**config.mk**
```make
export PLATFORM = sky130hd
export DESIGN_NAME = irc_line_tokenizer_unit
export DESIGN_NICKNAME = d
export VERILOG_FILES = /design/src/rtl/core/irc_lt_pkg.sv /design/src/rtl/core/irc_lt_classify.sv /design/src/rtl/core/irc_lt_phase.sv /design/src/rtl/core/irc_line_tokenizer_unit.sv
export SDC_FILE = /design/constraint.sdc
export NUM_CORES = 1
export LEC_CHECK = 0
export ABC_AREA = 0
export BUFFER_PORTS_ARGS = -buffer_cell sky130_fd_sc_hd__buf_2
export CORE_MARGIN = 2
export CORE_UTILIZATION = 61
export CTS_CLUSTER_SIZE = 12
export DETAILED_ROUTE_END_ITERATION = 8
export GPL_ROUTABILITY_DRIVEN = 0
export GPL_TIMING_DRIVEN = 0
export MAX_ROUTING_LAYER = met4
export PLACE_DENSITY_LB_ADDON = 0.05
export SKIP_CTS_REPAIR_TIMING = 1
export SYNTH_ARGS = -nofsm -noshare
export SYNTH_HDL_FRONTEND = slang
export SYNTH_SLANG_ARGS = --single-unit
```
**constraint.sdc**
```tcl
create_clock -name aclk -period 5.8 [get_ports aclk]
set_input_delay 0.29 -clock aclk [delete_from_list [all_inputs] [get_ports aclk]]
set_output_delay 0.29 -clock aclk [all_outputs]
set_load 0.01 [all_outputs]
```
**src/rtl/core/irc_lt_pkg.sv**
```systemverilog
// Shared types and constants for the chat-line tokeniser.
// No dependencies; imported by every module under rtl/core.
`default_nettype none

package irc_lt_pkg;

    // Defaults for the top-level parameters
    localparam int MAX_PARAMS_DEF = 16;
    localparam int MAX_LINE_DEF   = 512;

    // Fixed field widths of the request and result channels
    localparam int BYTE_W    = 8;
    localparam int ROLE_W    = 2;
    localparam int IDX_W     = 4;
    localparam int RETRACT_W = 9;

    // Characters of interest
    localparam logic [BYTE_W-1:0] CH_SPACE = 8'h20;
    localparam logic [BYTE_W-1:0] CH_TAB   = 8'h09;
    localparam logic [BYTE_W-1:0] CH_CR    = 8'h0D;
    localparam logic [BYTE_W-1:0] CH_COLON = 8'h3A;
    localparam logic [BYTE_W-1:0] CH_LC_A  = 8'h61;
    localparam logic [BYTE_W-1:0] CH_LC_Z  = 8'h7A;
    localparam logic [BYTE_W-1:0] CASE_BIT = 8'h20;

    typedef enum logic [ROLE_W-1:0] {
        ROLE_DROP  = 2'd0,
        ROLE_CMD   = 2'd1,
        ROLE_PARAM = 2'd2,
        ROLE_TRAIL = 2'd3
    } role_t;

    typedef enum logic [6:0] {
        PH_LEAD        = 7'b0000001,
        PH_PREFIX      = 7'b0000010,
        PH_AFTER       = 7'b0000100,
        PH_GAP         = 7'b0001000,
        PH_TOKEN       = 7'b0010000,
        PH_TRAIL_FIRST = 7'b0100000,
        PH_TRAIL       = 7'b1000000
    } phase_t;

    // Byte class flags from the decoder
    typedef struct packed {
        logic              is_space;
        logic              is_blank;
        logic              is_sep;
        logic              is_colon;
        logic [BYTE_W-1:0] upper;
    } byte_class_t;

    // One tagged result
    typedef struct packed {
        logic [BYTE_W-1:0]    out_byte;
        role_t                role;
        logic                 token_start;
        logic [IDX_W-1:0]     param_index;
        logic                 param_overflow;
        logic                 end_of_line;
        logic                 had_command;
        logic                 had_trailing;
        logic [RETRACT_W-1:0] retract_count;
    } result_t;

    // Parser status seen by the top level
    typedef struct packed {
        logic line_start;
        logic in_trailing;
    } parse_status_t;

endpackage

`default_nettype wire

```
**src/rtl/core/irc_lt_classify.sv**
```systemverilog
// Byte class decoder: blank, separator, colon, upper-case fold.
// Depends on irc_lt_pkg.
`default_nettype none

module irc_lt_classify (
    input  wire logic [irc_lt_pkg::BYTE_W-1:0] byte_i,
    output irc_lt_pkg::byte_class_t            cls_o
);
    import irc_lt_pkg::*;

    always_comb begin
        cls_o.is_space = (byte_i == CH_SPACE);
        cls_o.is_blank = (byte_i == CH_SPACE) || (byte_i == CH_TAB);
        // isspace: HT, LF, VT, FF, CR and space
        cls_o.is_sep   = (byte_i == CH_SPACE) || ((byte_i >= CH_TAB) && (byte_i <= CH_CR));
        cls_o.is_colon = (byte_i == CH_COLON);
        if ((byte_i >= CH_LC_A) && (byte_i <= CH_LC_Z)) begin
            cls_o.upper = byte_i & ~CASE_BIT;
        end else begin
            cls_o.upper = byte_i;
        end
    end

endmodule

`default_nettype wire

```
**src/rtl/core/irc_lt_phase.sv**
```systemverilog
// Parse state machine: phase, counters and flags, plus the tagged result.
// Depends on irc_lt_pkg.
`default_nettype none

module irc_lt_phase #(
    parameter int MAX_PARAMS = irc_lt_pkg::MAX_PARAMS_DEF,
    parameter int MAX_LINE   = irc_lt_pkg::MAX_LINE_DEF
) (
    input  wire logic                          aclk,
    input  wire logic                          aresetn,
    input  wire logic                          step_en,
    input  wire logic [irc_lt_pkg::BYTE_W-1:0] byte_i,
    input  wire logic                          last_i,
    input  irc_lt_pkg::byte_class_t            cls_i,
    output irc_lt_pkg::result_t                res_o,
    output irc_lt_pkg::parse_status_t          status_o
);
    import irc_lt_pkg::*;

    localparam int PARAM_LIMIT = (MAX_PARAMS < 16) ? MAX_PARAMS : 16;
    localparam int RETRACT_CAP = ((MAX_LINE - 1) < 511) ? (MAX_LINE - 1) : 511;
    localparam int CNT_W       = $clog2(PARAM_LIMIT + 2);
    localparam int PB_W        = $clog2(RETRACT_CAP + 1);

    localparam logic [CNT_W-1:0] CNT_LIMIT    = CNT_W'(PARAM_LIMIT);
    localparam logic [CNT_W-1:0] CNT_LIMIT_M1 = CNT_W'(PARAM_LIMIT - 1);
    localparam logic [PB_W-1:0]  PB_CAP       = PB_W'(RETRACT_CAP);

    phase_t           phase_reg, phase_next;
    logic             prior_reg, prior_next;
    logic [CNT_W-1:0] cnt_reg, cnt_next;
    logic             seen_cmd_reg, seen_cmd_next;
    logic             seen_trail_reg, seen_trail_next;
    logic [PB_W-1:0]  pend_reg, pend_next;

    logic             do_body;
    logic             body_prior;
    logic             body_in_token;
    logic [CNT_W-1:0] idx_wide;

    always_comb begin
        phase_next      = phase_reg;
        prior_next      = prior_reg;
        cnt_next        = cnt_reg;
        seen_cmd_next   = seen_cmd_reg;
        seen_trail_next = seen_trail_reg;
        pend_next       = pend_reg;
        do_body         = 1'b0;
        body_prior      = prior_reg;
        body_in_token   = 1'b0;
        idx_wide        = '0;

        res_o                = '0;
        res_o.out_byte       = byte_i;
        res_o.role           = ROLE_DROP;
        res_o.end_of_line    = last_i;

        unique case (phase_reg) inside
            PH_PREFIX: begin
                // tabs do not end the prefix
                if (cls_i.is_space) begin
                    phase_next = PH_AFTER;
                end
            end
            PH_AFTER: begin
                if (!cls_i.is_blank) begin
                    do_body    = 1'b1;
                    body_prior = 1'b0;
                end
            end
            PH_GAP, PH_TOKEN: begin
                do_body       = 1'b1;
                body_in_token = (phase_reg == PH_TOKEN);
            end
            PH_TRAIL_FIRST, PH_TRAIL: begin
                res_o.role        = ROLE_TRAIL;
                res_o.token_start = (phase_reg == PH_TRAIL_FIRST);
                phase_next        = PH_TRAIL;
                if (cls_i.is_blank) begin
                    if (pend_reg < PB_CAP) begin
                        pend_next = pend_reg + 1'b1;
                    end
                end else begin
                    pend_next = '0;
                end
            end
            default: begin
                // line start, and any stray phase code
                phase_next = PH_LEAD;
                if (cls_i.is_colon) begin
                    phase_next = PH_PREFIX;
                end else if (!cls_i.is_blank) begin
                    do_body    = 1'b1;
                    body_prior = 1'b0;
                end
            end
        endcase

        if (do_body) begin
            if (cls_i.is_colon && body_prior) begin
                seen_trail_next = 1'b1;
                phase_next      = PH_TRAIL_FIRST;
                prior_next      = 1'b0;
            end else if (cls_i.is_sep) begin
                phase_next = PH_GAP;
                prior_next = cls_i.is_space;
            end else begin
                prior_next = 1'b0;
                if (!body_in_token) begin
                    res_o.token_start = 1'b1;
                    phase_next        = PH_TOKEN;
                    if (!seen_cmd_reg) begin
                        seen_cmd_next = 1'b1;
                    end else if (cnt_reg <= CNT_LIMIT) begin
                        cnt_next = cnt_reg + 1'b1;
                    end
                end
                if (cnt_next == '0) begin
                    res_o.role     = ROLE_CMD;
                    res_o.out_byte = cls_i.upper;
                end else begin
                    res_o.role = ROLE_PARAM;
                    idx_wide   = cnt_next - 1'b1;
                    if (idx_wide > CNT_LIMIT_M1) begin
                        idx_wide = CNT_LIMIT_M1;
                    end
                end
            end
        end

        res_o.param_index    = IDX_W'(idx_wide);
        res_o.param_overflow = (cnt_next > CNT_LIMIT);

        if (last_i) begin
            res_o.had_command   = seen_cmd_next;
            res_o.had_trailing  = seen_trail_next;
            res_o.retract_count = RETRACT_W'(pend_next);
            phase_next      = PH_LEAD;
            prior_next      = 1'b0;
            cnt_next        = '0;
            seen_cmd_next   = 1'b0;
            seen_trail_next = 1'b0;
            pend_next       = '0;
        end
    end

    always_ff @(posedge aclk) begin
        if (!aresetn) begin
            phase_reg      <= PH_LEAD;
            prior_reg      <= 1'b0;
            cnt_reg        <= '0;
            seen_cmd_reg   <= 1'b0;
            seen_trail_reg <= 1'b0;
            pend_reg       <= '0;
        end else if (step_en) begin
            phase_reg      <= phase_next;
            prior_reg      <= prior_next;
            cnt_reg        <= cnt_next;
            seen_cmd_reg   <= seen_cmd_next;
            seen_trail_reg <= seen_trail_next;
            pend_reg       <= pend_next;
        end
    end

    assign status_o.line_start  = (phase_reg == PH_LEAD) && !prior_reg && (cnt_reg == '0)
                                  && !seen_cmd_reg && !seen_trail_reg && (pend_reg == '0);
    assign status_o.in_trailing = (phase_reg == PH_TRAIL_FIRST) || (phase_reg == PH_TRAIL);

endmodule

`default_nettype wire

```
**src/rtl/core/irc_line_tokenizer_unit.sv**
```systemverilog
// Chat-line tokeniser: one byte request in, one tagged byte out.
// Pipeline: a request passes the input register, then the result register, before
// m_valid rises; while the result slot stays full, it waits in the input register.
// Throughput: one byte per cycle unless m_ready stalls; parse state steps per byte.
// Reset: aresetn synchronous, active low; clears both valid flags and returns the
// parser to line start. Depends on irc_lt_pkg, irc_lt_classify, irc_lt_phase.
`default_nettype none

module irc_line_tokenizer_unit #(
    parameter int MAX_PARAMS = irc_lt_pkg::MAX_PARAMS_DEF,
    parameter int MAX_LINE   = irc_lt_pkg::MAX_LINE_DEF
) (
    input  wire logic                             aclk,
    input  wire logic                             aresetn,
    // request channel
    input  wire logic                             s_valid,
    output logic                                  s_ready,
    input  wire logic [irc_lt_pkg::BYTE_W-1:0]    s_in_byte,
    input  wire logic                             s_line_last,
    // result channel
    output logic                                  m_valid,
    input  wire logic                             m_ready,
    output logic [irc_lt_pkg::BYTE_W-1:0]         m_out_byte,
    output logic [irc_lt_pkg::ROLE_W-1:0]         m_role,
    output logic                                  m_token_start,
    output logic [irc_lt_pkg::IDX_W-1:0]          m_param_index,
    output logic                                  m_param_overflow,
    output logic                                  m_end_of_line,
    output logic                                  m_had_command,
    output logic                                  m_had_trailing,
    output logic [irc_lt_pkg::RETRACT_W-1:0]      m_retract_count
);
    import irc_lt_pkg::*;

    // Input register stage
    logic              in_valid_reg;
    logic [BYTE_W-1:0] in_byte_reg;
    logic              in_last_reg;

    // Result register stage
    logic    out_valid_reg;
    result_t out_reg;

    // A byte moves from the input register into the result register (and the
    // parse state steps) whenever the result slot is free or being emptied.
    logic          step;
    byte_class_t   cls;
    result_t       res;
    parse_status_t status;

    assign step    = in_valid_reg && (!out_valid_reg || m_ready);
    // The input register refills in the same cycle it drains.
    assign s_ready = !in_valid_reg || step;

    always_ff @(posedge aclk) begin
        if (!aresetn) begin
            in_valid_reg <= 1'b0;
        end else if (s_valid && s_ready) begin
            in_valid_reg <= 1'b1;
        end else if (step) begin
            in_valid_reg <= 1'b0;
        end
    end

    // payload only: no reset needed
    always_ff @(posedge aclk) begin
        if (s_valid && s_ready) begin
            in_byte_reg <= s_in_byte;
            in_last_reg <= s_line_last;
        end
    end

    irc_lt_classify u_classify (
        .byte_i (in_byte_reg),
        .cls_o  (cls)
    );

    irc_lt_phase #(
        .MAX_PARAMS (MAX_PARAMS),
        .MAX_LINE   (MAX_LINE)
    ) u_phase (
        .aclk     (aclk),
        .aresetn  (aresetn),
        .step_en  (step),
        .byte_i   (in_byte_reg),
        .last_i   (in_last_reg),
        .cls_i    (cls),
        .res_o    (res),
        .status_o (status)
    );

    always_ff @(posedge aclk) begin
        if (!aresetn) begin
            out_valid_reg <= 1'b0;
        end else if (step) begin
            out_valid_reg <= 1'b1;
        end else if (m_ready) begin
            out_valid_reg <= 1'b0;
        end
    end

    always_ff @(posedge aclk) begin
        if (step) begin
            out_reg <= res;
        end
    end

    assign m_valid          = out_valid_reg;
    assign m_out_byte       = out_reg.out_byte;
    assign m_role           = out_reg.role;
    assign m_token_start    = out_reg.token_start;
    assign m_param_index    = out_reg.param_index;
    assign m_param_overflow = out_reg.param_overflow;
    assign m_end_of_line    = out_reg.end_of_line;
    assign m_had_command    = out_reg.had_command;
    assign m_had_trailing   = out_reg.had_trailing;
    assign m_retract_count  = out_reg.retract_count;

    // After a line's final byte the parser is back at line start.
    a_line_end_resets : assert property (@(posedge aclk) disable iff (!aresetn)
        step && in_last_reg |=> status.line_start)
        else $error("parser not at line start after line end");

    // A stalled input register keeps its byte until it can step.
    a_input_holds : assert property (@(posedge aclk) disable iff (!aresetn)
        in_valid_reg && !step |=> in_valid_reg && $stable(in_byte_reg)
                                  && $stable(in_last_reg))
        else $error("input register lost a request while stalled");

    // Every step lands in the result register.
    a_step_to_result : assert property (@(posedge aclk) disable iff (!aresetn)
        step |=> m_valid)
        else $error("stepped byte produced no result");

    // Trailing text tag only while the parser sits in the trailing phases.
    a_trail_phase : assert property (@(posedge aclk) disable iff (!aresetn)
        step && (res.role == ROLE_TRAIL) |-> status.in_trailing)
        else $error("trailing tag outside trailing phase");

endmodule

`default_nettype wire

```
== Word-level counts from Yosys, hierarchy flattened ==
Index checks and enable logic that the tools add are counted.

* Word-level logic and storage cells: 116
* Flip-flop bits (word level): 63
* Bits of input ports: 13
* Output and inout bits: 30

* $add $sub $neg: 3
* Order comparisons: 8
* Mux-type cells: 54
* Equal/unequal tests: 9
* Reductions and logical operators: 22
* Bitwise gates (word level): 1

{| class="wikitable"
|+ Operators with widths
! kind !! number
|-
| 2-to-1 mux 9 bit || 7
|-
| 2-to-1 mux 5 bit || 10
|-
| 2-to-1 mux 7 bit || 6
|-
| 2-to-1 mux 1 bit || 22
|-
| case mux 7 bit (3 select lines) || 1
|-
| equality test 8 x 6 -> 1 bit (second input constant) || 2
|-
| 2-to-1 mux 6 bit || 2
|-
| adder 9 x 1 -> 9 bit (second input constant) || 1
|-
| < comparator 9 bit (second input constant) || 1
|-
| equality test 8 x 4 -> 1 bit (second input constant) || 1
|-
| greater-or-equal comparator 8 x 4 -> 1 bit (second input constant) || 1
|-
| greater-or-equal comparator 8 x 7 -> 1 bit (second input constant) || 1
|-
| less-or-equal comparator 8 x 4 -> 1 bit (second input constant) || 1
|-
| less-or-equal comparator 8 x 7 -> 1 bit (second input constant) || 1
|-
| equality test 7 x 2 -> 1 bit (second input constant) || 1
|-
| equality test 7 x 3 -> 1 bit (second input constant) || 1
|-
| equality test 7 x 4 -> 1 bit (second input constant) || 1
|-
| equality test 7 x 5 -> 1 bit (second input constant) || 1
|-
| equality test 7 x 6 -> 1 bit (second input constant) || 1
|-
| equality test 7 bit (second input constant) || 1
|-
| nonzero test 2 bit || 3
|-
| OR reduction 3 bit || 2
|-
| adder 5 x 1 -> 5 bit (second input constant) || 1
|-
| > comparator 5 x 4 -> 1 bit (second input constant) || 1
|-
| 17 further kinds || 27
|}

== Depth between registers and ports, before layout ==
Gate-level depths: netlist (run 1).

* Depth after elaboration: 13
* Mapped depth: 11
* Depth with buffers taken out: 11

== By module ==
From an unflattened synthesis (run 1), not the netlist that was laid out.

* Cell total of the unflattened synthesis: 349
* Area, all modules: 3,632.2 um2

{| class="wikitable"
|+ By module, submodules not included
! module !! times used !! seq. area each (um2) !! area an instance (um2) !! cells each
|-
| irc_lt_phase || 1 || 480.5 || 2,232.1 || 277
|-
| irc_line_tokenizer_unit || 1 || 1,151.1 || 1,214.9 || 46
|-
| irc_lt_classify || 1 || 0.0 || 185.2 || 26
|}

== Least setup slack after synthesis (run 1) ==
No wires, ideal clock.

* Path kind: register -> register
* Start: register u_phase.phase_reg[6]
* End: register out_reg (netlist bit m_out_byte[5]), data pin
* Clock period less this slack: 2.665 ns
* Arrival: 2.401 ns
* Path slack: 3.135 ns
* Buffers on the path: 1
* Cell stages (with the launch flop): 10
* Cell sequence: dfxtp_1 -> buf_6 -> nor4_4 -> nand2_1 -> and3_1 -> mux2i_1 -> ha_1 -> nand2_1 -> or4_1 -> o41a_1

{| class="wikitable"
|+ RTL lines
! item !! line !! RTL
|-
| start, declared || irc_lt_phase.sv:29 || <nowiki>phase_t phase_reg, phase_next;</nowiki>
|-
| start signal, assigned || irc_lt_phase.sv:156 || <nowiki>phase_reg <= phase_next;</nowiki>
|-
| end signal, assigned || irc_line_tokenizer_unit.sv:104 || <nowiki>out_reg <= res;</nowiki>
|-
| end, declared || irc_line_tokenizer_unit.sv:42 || <nowiki>result_t out_reg;</nowiki>
|}

== Worst setup path after layout (run 1) ==
* Start: register out_valid_reg, in the netlist m_valid
* End: register u_phase.seen_trail_reg

* Cells in the longest elaborated chain, start to end: 3

{| class="wikitable"
|+ Ends and longest elaborated chain
! item !! line !! RTL
|-
| start, declared || irc_line_tokenizer_unit.sv:41 || <nowiki>logic out_valid_reg;</nowiki>
|-
| start signal, assigned || irc_line_tokenizer_unit.sv:94 || <nowiki>out_valid_reg <= 1'b0;</nowiki>
|-
| start signal, assigned || irc_line_tokenizer_unit.sv:96 || <nowiki>out_valid_reg <= 1'b1;</nowiki>
|-
| start signal, assigned || irc_line_tokenizer_unit.sv:98 || <nowiki>out_valid_reg <= 1'b0;</nowiki>
|-
| logical NOT 1 bit || irc_line_tokenizer_unit.sv:51 || <nowiki>assign step = in_valid_reg && (!out_valid_reg || m_ready);</nowiki>
|-
| logical OR 1 bit || irc_line_tokenizer_unit.sv:51 ||
|-
| logical AND 1 bit || irc_line_tokenizer_unit.sv:51 ||
|-
| named net step || irc_line_tokenizer_unit.sv:46 || <nowiki>logic step;</nowiki>
|-
| end signal, assigned || irc_lt_phase.sv:160 || <nowiki>seen_trail_reg <= seen_trail_next;</nowiki>
|-
| end, declared || irc_lt_phase.sv:33 || <nowiki>logic seen_trail_reg, seen_trail_next;</nowiki>
|}

The timed path passes the listed nets, and every way through them passes these cells.
A chain may end at the register's enable or synchronous reset.

==> tab_implementation.tex, run 1 <==
\begin{tabular}{lr}
\hline
Metric & Value \\
\hline
\multicolumn{2}{l}{\textbf{STA}} \\
\quad Final hold violation count & 0 \\
\quad Final clock period utilization by the worst path & 0.5342 \\
\quad Peak Freq & $\sim$0.32 GHz \\
\quad Unrepaired setup endpoints after global routing & false \\
\quad Worst slew margin relative to its limit & 0.1601 \\
\quad Fin crit period & just over 3 ns \\
\quad Post-Route Setup TNS & 0 ns \\
\quad Post-Route Skew & approximately 0.0078 ns \\
\quad Setup violations, final & 0 \\
\quad Max-slew violation count & 0 \\
\quad Worst-margin pin slew & 1.252 ns \\
\multicolumn{2}{l}{\textbf{Clock tree}} \\
\quad Number of buffers on the longest clock path & 2 \\
\quad Clock tree from TritonCTS & built \\
\quad Clock Pin Slew Worst Setup and Hold Paths & $\sim$0.07 ns \\
\quad Number of sinks handled by clock tree synthesis & 63 \\
\quad Clock tree root buffer cell & sky130\_fd\_sc\_hd\_\_clkbuf\_8 \\
\quad Clk Latency, worst-skew pair & $\sim$0.34 ns \\
\quad Count of H-tree levels built during CTS & 3 \\
\quad Clock buffers created by TritonCTS & 9 \\
\multicolumn{2}{l}{\textbf{Min path}} \\
\quad Class of the tightest hold or removal check & in2reg \\
\multicolumn{2}{l}{\textbf{Route}} \\
\quad Remaining number of nets flagged by the antenna check after routing & 0 \\
\quad Detailed-route wire length & $\sim$6700 um \\
\quad Vias per cell & approximately 6 \\
\quad Highest layer used for signal routing & met4 \\
\quad Met2 layer wire length in the routed design & between 3000 and 4000 um \\
\quad DRC violations left & 0 \\
\quad Via total after detailed routing & 2588 \\
\quad Drt first pass iters & 4 \\
\quad Routed wirelength normalized by instance count & approximately 15 um \\
\quad DRC marker count from the first detailed-route iteration & 199 \\
\quad Met3 routed WL & roughly 400 um \\
\quad Post-route met1 wirelength & about 3000 um \\
\multicolumn{2}{l}{\textbf{Critical path}} \\
\quad Arrival time at the worst endpoint & 3.38 ns \\
\quad List of cells traversed by the critical path & nor2b\_1 -> nand2b\_1 -> clkbuf\_1 -> clkinv\_1 -> a21oi\_1 -> nor2b\_1 \\
\quad Critical Path Max Stage Delay & between 1 and 1.5 ns \\
\quad CP max stage cell & sky130\_fd\_sc\_hd\_\_clkinv\_1 \\
\quad Endpoint kind of the worst setup timing path & register \\
\quad Classification of the worst setup path & reg2reg \\
\quad Largest fanout on the critical path & 36 \\
\quad Required time at the endpoint of the critical path & between 6 and 7 ns \\
\quad Cell repeated most along the worst path & sky130\_fd\_sc\_hd\_\_nor2b\_1 \\
\quad Worst setup SP type & register \\
\multicolumn{2}{l}{\textbf{Yosys}} \\
\quad Yosys warning total & 0 \\
\quad Largest area contributor in the netlist & sky130\_fd\_sc\_hd\_\_edfxtp\_1 \\
\quad Top cells by area in the synthesized netlist & sky130\_fd\_sc\_hd\_\_edfxtp\_1, sky130\_fd\_sc\_hd\_\_dfxtp\_1, sky130\_fd\_sc\_hd\_\_nor2\_1 \\
\quad Sequential share of the synthesized area & 0.5220 \\
\quad Synthesized instance count & $\sim$310 \\
\quad Per-instance average area after synthesis & about 10 sq um \\
\quad Net count after synthesis & 325 \\
\quad FF+latch count, synth & 63 \\
\quad Cell area after technology mapping & approximately 3100 sq um \\
\quad Most instantiated cells after synthesis & sky130\_fd\_sc\_hd\_\_nor2\_1, sky130\_fd\_sc\_hd\_\_edfxtp\_1, sky130\_fd\_sc\_hd\_\_dfxtp\_1 \\
\quad Area share of the largest cell type after synthesis & 0.3555 \\
\quad Async set-or-reset flop fraction in the synthesized netlist & 0 \\
\quad Number of enable flip-flop cells after synthesis & 37 \\
\quad Most used flip-flop cell after synthesis & sky130\_fd\_sc\_hd\_\_edfxtp\_1 \\
\quad Most common cell in the netlist & sky130\_fd\_sc\_hd\_\_nor2\_1 \\
\quad Unique cell type count in the Yosys netlist & 56 \\
\multicolumn{2}{l}{\textbf{Final layout}} \\
\quad Diodes inserted & 0 \\
\quad Post-route non-filler standard cell count & roughly 440 \\
\quad Signed area change from the synthesized netlist to the final layout & 15.29\% \\
\quad Final net count & $\sim$380 \\
\quad Fraction of final layout cells with drive strength greater than 1 & 0.1836 \\
\multicolumn{2}{l}{\textbf{Power and ir drop}} \\
\quad Leakage Power & 1.321 nW \\
\quad Worst IR Drop VDD & 0.0002166 V \\
\quad Power per cell area & about 260 nW/um\^{}2 \\
\quad Power Total & around 930 uW \\
\multicolumn{2}{l}{\textbf{Floorplan}} \\
\quad Core Box Area & 5010 sq um \\
\quad Die extent in x & approximately 76 um \\
\quad Std-Cell Rows & 26 \\
\quad Die Area & $\sim$5700 sq um \\
\quad Starting density of the core & 0.6239 \\
\quad Floorplan die height & 75.58 um \\
\quad \# IOs & 43 \\
\multicolumn{2}{l}{\textbf{Run status}} \\
\quad Result of the run & finished clean \\
\multicolumn{2}{l}{\textbf{Placed design}} \\
\quad Placed wire-length estimate & around 4500 um \\
\quad Port buffer count & 42 \\
\quad Number of cells in the design after placement & 419 \\
\multicolumn{2}{l}{\textbf{Global route}} \\
\quad First-pass GRT wire length & between 10000 and 15000 um \\
\quad Total global-route track usage & 0.2618 \\
\quad Pin count of the biggest net entering global routing & 37 \\
\quad Number of global-route vias before repair & about 2300 \\
\quad Initial antenna violation count & 0 \\
\quad Sum of overflow across all layers after global routing & 0 \\
\multicolumn{2}{l}{\textbf{Job}} \\
\quad Max-cap violations & 0 \\
\hline
\end{tabular}
[power by group]
group,internal (mW),leakage (nW),switching [mW]
registers,0.491,0.553,0.0105
logic,0.0267,0.674,0.0449
clock network,0.195,0.0945,0.167
total,0.713,1.32,0.222
[worst max-delay path: cells and delay by family (launching register included)]
family | cells | cell delay [ns]
flops | 1 | 0.33
buf+inv | 2 | 1.51
simple gates | 3 | 0.60
compound gates | 1 | 0.60
[placed cells by master, fill, tap and decap left out, drive strengths merged, types with 2 or more instances in the layout]
cell,instances
buf,47
nor2,40
edfxtp,37
dfxtp,26
nand2,22
a21oi,20
clkbuf,20
o21ai,19
nand3,9
xnor2,8
nor3,7
xor2,7
inv,6
o21a,6
a22oi,6
a31oi,6
clkinv,6
nor3b,5
or3,5
ha,5
nand2b,4
and2,4
and3,4
nor2b,3
mux2i,3
nand4,3
o22ai,3
a32o,3
o211ai,3
o31ai,2
or3b,2
or4,2
a31o,2
and4,2
nor4,2
[metrics by stage]
step           area [sq um]    util  hold slack [ns]  worst slack (ns)
3_3_place_gp           3423  0.6833           0.4580             2.705
6_report               3603  0.7193           0.1205             2.702
5_1_grt                3603  0.7193           0.1043             2.394
3_5_place_dp           3423  0.6833           0.4512             2.661
4_1_cts                3603  0.7193           0.1100             2.691
2_1_floorplan          3126       -           0.3889             3.135
[layer usage]
layer	track usage	vias up
met1	0.3345	1243
met3	0.06878	10
met2	0.3913	82
met4	0.1209	0
li1	-	1253
met5	-	-
[path summary, 6_finish.rpt]
path / end / start / slack (ns) / depth (start not counted)
worst max-delay path: u_phase.seen_trail_reg / m_valid / 2.70 / 6
worst min register to register: m_out_byte[1] / in_byte_reg[1] / 0.46 / 0
worst max register to register: u_phase.seen_trail_reg / m_valid / 2.70 / 6
worst min-delay path: in_last_reg / s_line_last / 0.12 / 1
[logic make-up (layout without fill, tap and decap cells)]
kind of cell	Yosys count	after routing	synth area share
xor+xnor	15	15	0.04203
flops	63	63	0.5220
mux	3	3	0.009608
compound gates	80	80	0.1749
simple gates	119	119	0.2010
buf+inv	22	80	0.03042
fa+ha+maj	5	5	0.02002
[final cells by class]
cell class	instances	area [sq um]
tap	70	87.58
clock buffer	11	131.4
clock inverter	5	48.80
buffer	14	65.06
timing repair buffer	42	210.2
sequential	63	1632
inverter	8	30.03
multi-input combinational	222	1399
fill	403	1406
Power figures use the tool's default switching activity.
==> run 2: changes to the inputs <==
- CORE_UTILIZATION: 61 -> 52
- clock period: 5.8 -> 2.6 ns (I/O delays scaled with it)
==> tab_implementation.tex, run 2 (same netlist as run 1, synthesis figures left out) <==
\begin{tabular}{lr}
\hline
Metric & Value \\
\hline
\multicolumn{2}{l}{\textbf{Run status}} \\
\quad Result of the run & finished, violations left \\
\quad Violations in the final reports & negative hold slack, negative setup slack \\
\multicolumn{2}{l}{\textbf{STA}} \\
\quad Worst-margin pin slew & 0.6167 ns (-0.6354 ns) \\
\quad Post-Route Skew & 0.01236 ns (+0.004600 ns) \\
\quad Final clock period utilization by the worst path & 1.038 (+0.5040) \\
\quad Unrepaired setup endpoints after global routing & true \\
\quad Fin crit period & 2.699 ns (-0.3990 ns) \\
\quad Max-slew violation count & 0 (unchanged) \\
\quad Hold slack final & -0.001187 ns (-0.1217 ns) \\
\quad Peak Freq & 0.3705 GHz (+15\%) \\
\quad Worst slew margin relative to its limit & 0.5870 (+0.4269) \\
\quad Final hold violation count & 1 (+1) \\
\quad Post-Route Setup TNS & -0.09939 ns (-0.09939 ns) \\
\quad Setup ws final & -0.09939 ns (-2.801 ns) \\
\quad Setup violations, final & 1 (+1) \\
\multicolumn{2}{l}{\textbf{Route}} \\
\quad Vias per cell & 5.669 (-4.7\%) \\
\quad Routed wirelength normalized by instance count & 15.31 um (about the same) \\
\quad Drt first pass iters & 6 (+2) \\
\quad Via total after detailed routing & 2670 (+3.2\%) \\
\quad Remaining number of nets flagged by the antenna check after routing & 0 (unchanged) \\
\quad Detailed-route wire length & 7209 um (+8.4\%) \\
\quad DRC marker count from the first detailed-route iteration & 282 (+42\%) \\
\quad DRC violations left & 0 (unchanged) \\
\multicolumn{2}{l}{\textbf{Global route}} \\
\quad Sum of overflow across all layers after global routing & 0 (unchanged) \\
\quad Initial antenna violation count & 0 (unchanged) \\
\quad First-pass GRT wire length & 10530 um (-0.91\%) \\
\quad Total global-route track usage & 0.2191 (-0.04273) \\
\quad Pin count of the biggest net entering global routing & 37 (unchanged) \\
\quad Number of global-route vias before repair & 2167 (-5.8\%) \\
\multicolumn{2}{l}{\textbf{Critical path}} \\
\quad Classification of the worst setup path & reg2reg \\
\quad Endpoint kind of the worst setup timing path & register \\
\quad Largest fanout on the critical path & 5 (-86\%) \\
\quad Register-to-register setup slack & -0.1 ns (-2.80 ns) \\
\quad List of cells traversed by the critical path & nor4\_4 -> nand2\_2 -> and3\_4 -> mux2i\_4 -> ha\_2 -> nand2\_1 -> or4\_4 -> o41a\_1 \\
\quad Critical Path Max Stage Delay & 0.56 ns (-0.56 ns) \\
\quad CP max stage cell & sky130\_fd\_sc\_hd\_\_or4\_4 \\
\quad R2R cell count & 8 (+2) \\
\quad R2R Path Start & u\_phase.phase\_reg[6] \\
\quad Arrival time at the worst endpoint & 2.79 ns (-0.59 ns) \\
\quad Required time at the endpoint of the critical path & 2.69 ns (-3.39 ns) \\
\quad Worst reg2reg endpoint & m\_out\_byte[5] \\
\quad Worst setup SP type & register \\
\multicolumn{2}{l}{\textbf{Placed design}} \\
\quad Port buffer count & 42 (unchanged) \\
\quad Number of cells in the design after placement & 424 (+1.2\%) \\
\quad Placed wire-length estimate & 4336 um (-3.1\%) \\
\multicolumn{2}{l}{\textbf{Job}} \\
\quad Max-cap violations & 0 (unchanged) \\
\multicolumn{2}{l}{\textbf{Final layout}} \\
\quad Layout fillers & 442 (+9.7\%) \\
\quad Fraction of final layout cells with drive strength greater than 1 & 0.2929 (+0.1094) \\
\quad Leading cell type in the layout, fill and taps excluded & sky130\_fd\_sc\_hd\_\_buf\_2 \\
\quad Signed area change from the synthesized netlist to the final layout & 30.10\% \\
\quad Post-route non-filler standard cell count & 471 (+8.3\%) \\
\quad Diodes inserted & 0 (unchanged) \\
\quad Final net count & 409 (+8.2\%) \\
\quad Most used cells in the layout excluding fill and tap cells & sky130\_fd\_sc\_hd\_\_buf\_2, sky130\_fd\_sc\_hd\_\_nor2\_1, sky130\_fd\_sc\_hd\_\_edfxtp\_1 \\
\multicolumn{2}{l}{\textbf{Min path}} \\
\quad End of the worst hold path & in\_valid\_reg \\
\quad Launch point of the worst hold path & s\_valid \\
\quad Class of the tightest hold or removal check & in2reg \\
\quad Worst hold path depth & 3 (+2) \\
\multicolumn{2}{l}{\textbf{Power and ir drop}} \\
\quad Worst IR Drop VDD & 0.0003547 V (+64\%) \\
\quad Power per cell area & 551.0 nW/um\^{}2 (+110\%) \\
\quad Leakage Power & 1.511 nW (+14\%) \\
\multicolumn{2}{l}{\textbf{Floorplan}} \\
\quad \# IOs & 43 (unchanged) \\
\quad Die Area & 6646 sq um (+16\%) \\
\quad Starting density of the core & 0.5342 (-0.08966) \\
\quad Floorplan die height & 81.53 um (+7.9\%) \\
\quad Std-Cell Rows & 28 (+7.7\%) \\
\quad Core Box Area & 5851 sq um (+17\%) \\
\quad Die extent in x & 81.53 um (+7.9\%) \\
\multicolumn{2}{l}{\textbf{Clock tree}} \\
\quad Count of H-tree levels built during CTS & 3 (unchanged) \\
\quad Clk Latency, worst-skew pair & 0.36 ns (+0.02 ns) \\
\quad Clock buffers created by TritonCTS & 9 (unchanged) \\
\quad Clock Pin Slew Worst Setup and Hold Paths & 0.07 ns (about the same) \\
\quad Clock tree from TritonCTS & built \\
\quad Number of sinks handled by clock tree synthesis & 63 (unchanged) \\
\quad Clock tree root buffer cell & sky130\_fd\_sc\_hd\_\_clkbuf\_8 \\
\quad Number of buffers on the longest clock path & 2 (unchanged) \\
\hline
\end{tabular}
-- run 2: routing by layer --
metal / up-vias / global-route usage / wire length (um)
met5: - / - / 0
met4: 0 / 0.1068 / 138
met3: 15 / 0.04286 / 336
met2: 72 / 0.3270 / 3460
met1: 1272 / 0.2862 / 3273
li1: 1311 / - / -
-- run 2: how the worst max path moves through the flow --
stage,start,endpoint,slack (ns),cells past startpoint
2_1_floorplan,u_phase.phase_reg[5],m_out_byte[5],-0.06,9
3_3_place_gp,m_valid,u_phase.seen_trail_reg,-0.43,6
3_5_place_dp,m_valid,u_phase.seen_trail_reg,-0.45,6
4_1_cts,m_valid,u_phase.seen_trail_reg,-0.49,6
5_1_grt,u_phase.phase_reg[6],m_out_byte[5],-0.19,8
6_report,u_phase.phase_reg[6],m_out_byte[5],-0.1,8
-- run 2: report_power, final --
group | internal, mW | leakage, nW | switching (mW)
Clock | 0.531 | 0.100 | 0.385
Sequential | 1.09 | 0.555 | 0.0217
Combinational | 0.0964 | 0.856 | 0.115
Total | 1.72 | 1.51 | 0.522
-- run 2: cell type report --
class                      count  area [sq um]  share of cell area
buffer                        12         51.30             0.01262
inverter                       8         36.28            0.008923
sequential                    63          1644              0.4043
timing repair buffer          75         500.5              0.1231
tap                           75         93.84             0.02308
multi-input combinational    222          1529              0.3760
clock buffer                   9         123.9             0.03046
clock inverter                 7         87.58             0.02154
-- run 2: per-stage QoR --
stage	hold slack (ns)	worst slack [ns]	utilization	area, sq um	power [mW]
2_1_floorplan	0.2289	-0.06295	-	3139	1.241
3_3_place_gp	0.3072	-0.4254	0.5885	3443	1.298
3_5_place_dp	0.3086	-0.4458	0.5885	3443	1.300
4_1_cts	-0.05443	-0.4888	0.6247	3655	2.206
5_1_grt	0.02302	-0.1901	0.6950	4066	2.312
6_report	-0.001187	-0.09939	0.6950	4066	2.240
-- run 2: critical path, delay by kind of cell (launching register included) --
kind | cells | cell delay [ns]
DFF | 1 | 0.37
AOI/OAI and AO/OA | 1 | 0.32
muxes | 1 | 0.21
and+or+nand+nor | 5 | 1.33
adders and majority gates | 1 | 0.22
